<file path="src/rtl/tslsp_pkg.sv">
// ----------------------------------------------------------------------------
// tslsp_pkg
// shared constants, register indexes and control types for the loop player
// ----------------------------------------------------------------------------
package tslsp_pkg;

    // default parameter values
    localparam int STORE_DEPTH_DEF   = 65536;
    localparam int FRACTION_BITS_DEF = 16;

    // field widths
    localparam int SAMPLE_W   = 16;
    localparam int MIX_W      = 24;
    localparam int BAR_W      = 5;
    localparam int IN_DATA_W  = 88;
    localparam int IN_USER_W  = 2;
    localparam int CFG_IDX_W  = 3;
    localparam int CFG_DATA_W = 24;

    // shared multiply-accumulate unit
    localparam int MUL_W = 26;
    localparam int ACC_W = 64;
    localparam int LO_W  = 25;

    // configuration register indexes
    localparam logic [CFG_IDX_W-1:0] REG_CLIP_START    = 3'd0;
    localparam logic [CFG_IDX_W-1:0] REG_CLIP_END      = 3'd1;
    localparam logic [CFG_IDX_W-1:0] REG_BAR_COUNT     = 3'd2;
    localparam logic [CFG_IDX_W-1:0] REG_START_OFFSET  = 3'd3;
    localparam logic [CFG_IDX_W-1:0] REG_PLAY_REVERSE  = 3'd4;
    localparam logic [CFG_IDX_W-1:0] REG_GAIN          = 3'd5;
    localparam logic [CFG_IDX_W-1:0] REG_PHASE_STEP    = 3'd6;
    localparam logic [CFG_IDX_W-1:0] REG_STORED_LENGTH = 3'd7;

    // control of the shared multiply-accumulate unit
    typedef struct packed {
        logic en;
        logic clear;
        logic shift_hi;
    } mac_ctl_t;

endpackage

</file>
<file path="src/rtl/tslsp_mac.sv">
// ----------------------------------------------------------------------------
// tslsp_mac
// shared signed multiply-accumulate unit, one product per enabled cycle
// ----------------------------------------------------------------------------
module tslsp_mac (
    input  logic                               clk,
    input  tslsp_pkg::mac_ctl_t                ctl,
    input  logic signed [tslsp_pkg::MUL_W-1:0] a,
    input  logic signed [tslsp_pkg::MUL_W-1:0] b,
    output logic signed [tslsp_pkg::ACC_W-1:0] acc
);
    import tslsp_pkg::*;

    logic signed [2*MUL_W-1:0] prod;
    logic signed [ACC_W-1:0]   prod_x;
    logic signed [ACC_W-1:0]   addend;
    logic signed [ACC_W-1:0]   acc_reg;
    logic signed [ACC_W-1:0]   acc_next;

    assign prod   = a * b;
    assign prod_x = ACC_W'(prod);
    // upper partial product of a wide operand lands LO_W bits higher
    assign addend = ctl.shift_hi ? (prod_x <<< LO_W) : prod_x;

    always_comb
    begin
        if (ctl.clear)
        begin
            acc_next = addend;
        end
        else
        begin
            acc_next = acc_reg + addend;
        end
    end

    always_ff @(posedge clk)
    begin
        if (ctl.en)
        begin
            acc_reg <= acc_next;
        end
    end

    assign acc = acc_reg;

endmodule

</file>
<file path="config.mk">
export PLATFORM = sky130hd
export DESIGN_NAME = tslsp_mac
export DESIGN_NICKNAME = d
export VERILOG_FILES = /design/src/rtl/tslsp_pkg.sv /design/src/rtl/tslsp_mac.sv
export SDC_FILE = /design/constraint.sdc
export NUM_CORES = 2
export LEC_CHECK = 0
export BUFFER_PORTS_ARGS = -buffer_cell sky130_fd_sc_hd__clkbuf_2
export CAP_MARGIN = 20
export CORE_MARGIN = 1.5
export CORE_UTILIZATION = 53
export CTS_CLUSTER_DIAMETER = 150
export DETAILED_ROUTE_END_ITERATION = 8
export PLACE_DENSITY = 0.8
export SYNTH_ARGS = -nofsm -noshare
export SYNTH_HDL_FRONTEND = slang
export SYNTH_SLANG_ARGS = --single-unit
</file>
<file path="constraint.sdc">
create_clock -name clk -period 10.8 [get_ports clk]
set_input_delay 2.16 -clock clk [delete_from_list [all_inputs] [get_ports clk]]
set_output_delay 2.16 -clock clk [all_outputs]
set_load 0.01 [all_outputs]
</file>
==> impl_metrics.yaml <==
worst_hold_path:
  hold_path_depth: 2
  hp-class: "flop to flop"
  holdPathEnd: "acc[0]"
  hold_start: "acc[0]"
global_route:
  track_usage_pct: 30.9
  grt_max_degree: 73
  grt_overflow: 0
  grt_pass1_wl_um: 148000
  antenna_found_initial: 1
  grt_pass1_vias: 28800
layout:
  mostFrequentLayoutCells: "694 x inv_1, 680 x fa_1, 579 x buf_4"
  seq_area_um2: 1920
  area_growth_pct: 25.3
  drive_gt1_share_pct: 26.2
  num-fill-cells: 4078
  largest_register_ffs: 64
  design_area_um2: 39200
  nNetsFinal: 5072
  layout_commonest_cell: "inv_1"
  multiInputGateArea_um2: 27300
worst_setup_path:
  reg2reg_depth: 14
  worstSetupPathType: "input pin to flop"
  r2r_slack_ps: 7140
  crit_buf_inv: 11
  crit_arrival_ps: 11000
  rr_endpoint: "acc[40]"
  end_kind: "flop"
  worstPathRequired_ps: 10900
  crit_family: "adder cells"
  r2r-start: "acc[0]"
  cpPeakStageDelay_ps: 620
  path_max_fanout: 6
  startpoint_type: "input pin"
  slowest_stage: "fa_1"
sta:
  rsz0062_at_grt: "true"
  finClkSkew_ps: 8.48
  timing.final.ws_setup_ps: -96.9
  final_period_minus_worst_setup_slack_ps: 10900
  finalSetupViolCount: 10
  slew_viol_final: 0
  fmax_mhz: 91.8
  finalHoldViolCount: 0
  relSlewSlack_pct: 28.0
  period_share_pct: 101
  worst_pin_slew_ps: 1080
synth:
  async_reset_ff_share_pct: 0
  yosysSeqAreaShare_pct: 6.14
  synth_area_um2: 31300
  ys_warn_count: 0
  synth_ff_type: "edfxtp_1"
  synth.avg_cell_area_um2: 8.96
  synthCells: 3493
  synth_edf_count: 64
  synth.distinct_cells: 86
  synth_nets: 4469
  synth-seq-cells: 64
route:
  drc_errors: 0
  viasPerCell: 5.66
  routed_wl_um: 96500
  drt-initial-drc-count: 2131
  wl_per_cell_um: 19.8
  ant_nets: 0
  vias: 27500
  firstDrtPassIters: 6
placed_design:
  postPlaceCellArea_um2: 36600
  dp_hpwl_um: 78000
  place.gp.congestion: 0.973
  port_buffers: 119
floorplanning:
  rows: 88
  io_pins: 120
  initial_utilization_pct: 53.9
  core_area_um2: 58000
  die_area_um2: 60500
  die_y_um: 246
  fp.dieW_um: 246
cts:
  cts_sinks: 64
  cts_tree: "built"
  holdBufCountCts: 0
  clockBufferDepth: 2
  htree_levels: 3
  clk_pin_slew_ps: 60
  cts_root_buffer: "clkbuf_16"
  cts_made_buffers: 9
  clk_latency_ps: 360
run_status:
  status: "finished, violations left"
  violations: "negative setup slack"
run:
  max_cap_viol_count: 0
[cells by family after synthesis]
family	share of synthesized area [%]
simple gates	15.8
fa+ha+maj	53.8
buf+inv	10.8
compound gates	9.16
xor+xnor	3.11
flops	6.14
mux	1.09
[layout make-up]
class / instances / share of cell area [%]
flip-flops and latches: 64 / 4.90
clock buffers: 9 / 0.574
inverters: 721 / 6.93
diodes: 1 / 0.00638
multi-input cells: 2543 / 69.6
repair buffers: 757 / 15.3
clock inverters: 7 / 0.262
well taps: 765 / 2.44
[per-layer routing]
layer  global-route usage [%]  share of wire [%]  up-vias
met5                        0                  0        -
met4                     10.7                5.2        0
met3                     4.37                8.8      362
met2                     51.7                 48     1533
met1                     41.2                 38    13700
li1                         -                  -    11900
[cell usage after synthesis, drive strengths merged, types with 27 or more instances]
| master | n | share of area [%] |
|---|---|---|
| nand4 | 27 | 0.54 |
| inv | 720 | 8.6 |
| ha | 209 | 8.4 |
| xor2 | 40 | 1.1 |
| xnor2 | 71 | 2.0 |
| o21ai | 100 | 1.6 |
| clkbuf | 154 | 1.9 |
| nor2 | 104 | 1.2 |
| and2 | 296 | 5.9 |
| nand2 | 492 | 5.9 |
| edfxtp | 64 | 6.1 |
| fa | 711 | 45 |
| nand3 | 30 | 0.48 |
| a21oi | 149 | 2.5 |
| a21o | 60 | 1.4 |
[per-stage QoR]
| stage | TNS (ps) | util [%] | hold slack [ps] | instances | setup slack [ps] |
|---|---|---|---|---|---|
| CTS | -83.6 | 64.3 | 812 | 4803 | -40.1 |
| finish | -545 | 67.6 | 807 | 4867 | -96.9 |
| global placement | -10660 | 63.0 | 765 | 4769 | -693 |
| floorplan | -16.3 | - | 745 | 3493 | -16.3 |
| global route | -5810 | 67.6 | 808 | 4867 | -406 |
| detailed placement | -12690 | 63.0 | 801 | 4769 | -746 |
[worst reg2reg max path: stages (launching register included)]
cell	delay (ps)
edfxtp_1	440
ha_1	260
inv_1	80
fa_1	210
nor2b_1	80
o31a_1	280
o311a_1	350
o211ai_1	460
o211ai_2	190
buf_4	160
buf_4	130
a21boi_0	240
xnor2_1	260
nor2_1	90
o21ai_0	240
[what timing repair did]
item,4_1_cts,5_1_grt
gates resized for setup,73,394
setup buffers,19,61
endpoints found under the setup margin,24,31
cloned,0,3
pin swaps,43,195
[worst max path at each step]
stage / from / slack, ps / depth (start not counted) / endpoint
6_report: b[4] / -100 / 39 / acc[60]
5_1_grt: b[4] / -410 / 39 / acc[62]
3_5_place_dp: b[2] / -750 / 38 / acc[59]
4_1_cts: b[3] / -40 / 38 / acc[51]
3_3_place_gp: b[2] / -690 / 38 / acc[59]
2_1_floorplan: b[4] / -20 / 38 / acc[60]
Power is not shown: default switching activity piles up to over one toggle a cycle in this logic, so the estimate is an artifact.
