$ cat src/rtl/tslsp_pkg.sv
// ----------------------------------------------------------------------------
// tslsp_pkg
// shared constants, register indexes and control types for the loop player
// ----------------------------------------------------------------------------
package tslsp_pkg;

    // default parameter values
    localparam int STORE_DEPTH_DEF   = 65536;
    localparam int FRACTION_BITS_DEF = 16;

    // field widths
    localparam int SAMPLE_W   = 16;
    localparam int MIX_W      = 24;
    localparam int BAR_W      = 5;
    localparam int IN_DATA_W  = 88;
    localparam int IN_USER_W  = 2;
    localparam int CFG_IDX_W  = 3;
    localparam int CFG_DATA_W = 24;

    // shared multiply-accumulate unit
    localparam int MUL_W = 26;
    localparam int ACC_W = 64;
    localparam int LO_W  = 25;

    // configuration register indexes
    localparam logic [CFG_IDX_W-1:0] REG_CLIP_START    = 3'd0;
    localparam logic [CFG_IDX_W-1:0] REG_CLIP_END      = 3'd1;
    localparam logic [CFG_IDX_W-1:0] REG_BAR_COUNT     = 3'd2;
    localparam logic [CFG_IDX_W-1:0] REG_START_OFFSET  = 3'd3;
    localparam logic [CFG_IDX_W-1:0] REG_PLAY_REVERSE  = 3'd4;
    localparam logic [CFG_IDX_W-1:0] REG_GAIN          = 3'd5;
    localparam logic [CFG_IDX_W-1:0] REG_PHASE_STEP    = 3'd6;
    localparam logic [CFG_IDX_W-1:0] REG_STORED_LENGTH = 3'd7;

    // control of the shared multiply-accumulate unit
    typedef struct packed {
        logic en;
        logic clear;
        logic shift_hi;
    } mac_ctl_t;

endpackage

$ cat src/rtl/tslsp_div.sv
// ----------------------------------------------------------------------------
// tslsp_div
// restoring divider by a bar count, one quotient bit per cycle
// ----------------------------------------------------------------------------
module tslsp_div #(
    parameter int N = 38
) (
    input  logic                            clk,
    input  logic                            rst_n,
    input  logic                            start,
    input  logic [N-1:0]                    dividend,
    input  logic [tslsp_pkg::BAR_W-1:0]     divisor,
    output logic                            done,
    output logic [N-1:0]                    quotient,
    output logic [tslsp_pkg::BAR_W-1:0]     remainder
);
    import tslsp_pkg::*;

    localparam int CNT_W = $clog2(N + 1);

    logic [N-1:0]       quo_reg;
    logic [BAR_W-1:0]   rem_reg;
    logic [CNT_W-1:0]   cnt_reg;
    logic               busy_reg;
    logic               done_reg;
    logic [BAR_W:0]     rem_sh;
    logic [BAR_W:0]     rem_sub;
    logic               fits;

    assign rem_sh  = {rem_reg, quo_reg[N-1]};
    assign rem_sub = rem_sh - {1'b0, divisor};
    assign fits    = rem_sh >= {1'b0, divisor};

    always_ff @(posedge clk or negedge rst_n)
    begin
        if (!rst_n)
        begin
            busy_reg <= 1'b0;
            done_reg <= 1'b0;
            cnt_reg  <= '0;
        end
        else if (start)
        begin
            busy_reg <= 1'b1;
            done_reg <= 1'b0;
            cnt_reg  <= CNT_W'(N);
        end
        else if (busy_reg)
        begin
            cnt_reg <= cnt_reg - 1'b1;
            if (cnt_reg == CNT_W'(1))
            begin
                busy_reg <= 1'b0;
                done_reg <= 1'b1;
            end
        end
        else
        begin
            done_reg <= 1'b0;
        end
    end

    always_ff @(posedge clk)
    begin
        if (start)
        begin
            quo_reg <= dividend;
            rem_reg <= '0;
        end
        else if (busy_reg)
        begin
            quo_reg <= {quo_reg[N-2:0], fits};
            rem_reg <= fits ? rem_sub[BAR_W-1:0] : rem_sh[BAR_W-1:0];
        end
    end

    assign done      = done_reg;
    assign quotient  = quo_reg;
    assign remainder = rem_reg;

endmodule

$ cat config.mk
export PLATFORM = sky130hd
export DESIGN_NAME = tslsp_div
export DESIGN_NICKNAME = d
export VERILOG_FILES = /design/src/rtl/tslsp_pkg.sv /design/src/rtl/tslsp_div.sv
export SDC_FILE = /design/constraint.sdc
export NUM_CORES = 1
export LEC_CHECK = 0
export ABC_AREA = 1
export BUFFER_PORTS_ARGS = -buffer_cell sky130_fd_sc_hd__buf_2
export CAP_MARGIN = 20
export CORE_MARGIN = 5
export CORE_UTILIZATION = 45
export CTS_BUF_LIST = sky130_fd_sc_hd__clkbuf_8
export DETAILED_ROUTE_END_ITERATION = 10
export PLACE_DENSITY = 0.74
export SETUP_SLACK_MARGIN = 0.02
export SYNTH_ARGS = -nofsm -noshare
export SYNTH_HDL_FRONTEND = slang
export SYNTH_SLANG_ARGS = --single-unit
$ cat constraint.sdc
create_clock -name clk -period 3.65 [get_ports clk]
set_input_delay 0 -clock clk [delete_from_list [all_inputs] [get_ports clk]]
set_output_delay 0 -clock clk [all_outputs]
set_load 0.01 [all_outputs]
==> impl_metrics.json <==
{
  "status": "complete, no violations",
  "grt_pass1_vias": 2253,
  "nets": 454,
  "ant_nets": 0,
  "critPathMaxFanout": 7,
  "design.core.area_um2": 5440,
  "hold_start": "start",
  "final-setup-viol-count": 0,
  "postCtsSetupBuffers": 0,
  "endpoint_kind": "register",
  "path_buf_inv": 2,
  "dr_total_vias": 2274,
  "ioPinCount": 90,
  "wire_per_inst_um": 13.8,
  "nFillCells": 429,
  "peakVddDrop_v": 0.000255,
  "power_leakage_nw": 1.77,
  "cp_slowest_stage_delay_ps": 400,
  "die_h_um": 84.3,
  "die_w_um": 84.3,
  "tritoncts.num_buffers": 5,
  "fmax_mhz": 568,
  "setup_tns_ps": 0,
  "critPathTopFamily": "adder cells",
  "drt_pass1_iterations": 4,
  "area_delta_synth_final_pct": 38.7,
  "hold-worst-slack_ps": 40.7,
  "clk_latency_ps": 310,
  "p_per_area_nw_per_um2": 454,
  "cp.required_ps": 3680,
  "cts-root-buf": "clkbuf_8",
  "dp_hpwl_um": 4070,
  "clockBufferDepth": 2,
  "first_iter_violations": 136,
  "largest_register_ffs": 38,
  "post-route-min-period_ps": 1760,
  "grt_max_degree": 43,
  "cts_resized": 0,
  "critPathLaunchType": "register",
  "ff_latch_area_um2": 1440,
  "clock_sinks": 51,
  "overflow": 0,
  "htree_levels": 2,
  "track_usage": 0.188,
  "synth_area_um2": 2480,
  "cap_violations": 0,
  "antennaDiodeCount": 0,
  "r2r_start": "quotient[37]",
  "syn_nets": 328,
  "multi_input_area_um2": 910,
  "timing.final.crit_share": 0.483,
  "path_cells": "inv_1 > ha_1 > inv_1 > fa_1 > nand2_1 > nand2_1 > nand3_4 > a31oi_1",
  "antenna_found_initial": 0,
  "hold_viol_final": 0,
  "port_buffers": 89,
  "slowest_stage": "edfxtp_1",
  "dieArea_um2": 7100,
  "yosys_warnings": 0,
  "crit_type": "register to register",
  "slew_headroom": 0.454,
  "start_util": 0.456,
  "cts_tree": "built",
  "place.gp.congestion": 0.819,
  "grt_pass1_wl_um": 10800,
  "num_rows": 27,
  "drc": 0,
  "ys_seq_area_frac": 0.581,
  "cp_data_arrival_time_ps": 1790,
  "drive_gt1_frac": 0.267,
  "drv_slew": 0,
  "path_clk_slew_ps": 90,
  "routed_wirelength_um": 6540,
  "ys_ff_latch": 51,
  "postSynthAreaPerCell_um2": 9.06,
  "layout_commonest_cell": "nand2_1",
  "synth.distinct_cells": 29,
  "skew_ps": 9.47,
  "rsz0062_at_grt": "false",
  "mostFrequentLayoutCells": "142 x nand2_1, 89 x buf_2, 38 x dlygate4sd3_1, 38 x edfxtp_1, 20 x inv_1",
  "cp-startpoint": "quotient[37]",
  "postSynthCellCount": 274,
  "routed_via_density": 4.81,
  "tightest_slew_ps": 818,
  "hp-class": "input pin to register"
}
-- logic make-up after synthesis --
group           after synthesis  synth area share
buf+inv                      31            0.0524
xor+xnor                      1           0.00353
compound gates               13            0.0287
fa+ha+maj                     8            0.0434
simple gates                170             0.291
flops                        51             0.581
-- cell type report --
| class | count | area share |
|---|---|---|
| Clock buffer | 5 | 0.0200 |
| Inverter | 22 | 0.0240 |
| Sequential cell | 51 | 0.419 |
| Multi-Input combinational cell | 192 | 0.264 |
| Clock inverter | 3 | 0.00473 |
| Timing Repair Buffer | 128 | 0.242 |
| Tap cell | 72 | 0.0262 |
-- tightest hold or removal path, delay by kind of cell --
family,cells,cell delay (ps)
buffers and inverters,1,110
AND/OR/NAND/NOR,3,190
-- report_power, final --
part	leakage, nW	total, mW	switching [mW]	internal, mW
Combinational	1.17	0.482	0.269	0.213
Clock	0.0470	0.318	0.186	0.132
Sequential	0.551	0.762	0.0582	0.704
Total	1.77	1.56	0.513	1.05
-- worst paths after layout --
check,endpoint,slack (ps),depth (start not counted)
worst max-delay path,quotient[0],1890,8
worst min-delay path,remainder[4],40,4
worst max register to register,quotient[0],1890,8
worst min register to register,remainder[4],490,2
max in group asynchronous,cnt_reg[1],3400,2
min in group asynchronous,cnt_reg[5],70,2
-- through the flow --
stage / utilization / area, µm² / instances / worst slack (ps) / power, mW
after global placement: 0.547 / 2980 / 427 / 1980 / 1.21
after global routing: 0.633 / 3440 / 473 / 1750 / 1.66
final: 0.633 / 3440 / 473 / 1890 / 1.56
after floorplan: - / 2480 / 274 / 1970 / 1.06
after CTS: 0.633 / 3440 / 473 / 1880 / 1.57
after detailed placement: 0.547 / 2980 / 427 / 1880 / 1.22
-- metal layers --
layer / GRT usage / up-vias / routed length, µm
li1: - / 1124 / -
met1: 0.224 / 1047 / 2560
met2: 0.330 / 84 / 3380
met3: 0.0393 / 19 / 380
met4: 0.0746 / 0 / 209
met5: 0 / - / 0
-- repair_timing --
action,in CTS,in global routing
endpoints found under the setup margin,0,0
hold endpoints to repair,45,0
hold buffers,38,0
-- synthesized netlist by cell type (all sizes together) --
| cell | n | area [µm²] |
|---|---|---|
| xnor2 | 1 | 8.76 |
| buf | 7 | 40.0 |
| dfxtp | 5 | 100 |
| dfrtp | 8 | 200 |
| nand2 | 143 | 544 |
| a21boi | 1 | 7.51 |
| nand3 | 13 | 77.6 |
| nor3 | 3 | 25.0 |
| clkbuf | 2 | 7.51 |
| a22oi | 1 | 7.51 |
| fa | 1 | 20.0 |
| or2 | 2 | 15.0 |
| nor2 | 9 | 60.1 |
| a31oi | 1 | 6.26 |
| a21oi | 5 | 25.0 |
| o21ai | 5 | 25.0 |
| edfxtp | 38 | 1140 |
| inv | 22 | 82.6 |
| ha | 7 | 87.6 |
No activity file was read; power rests on OpenSTA's default activity.
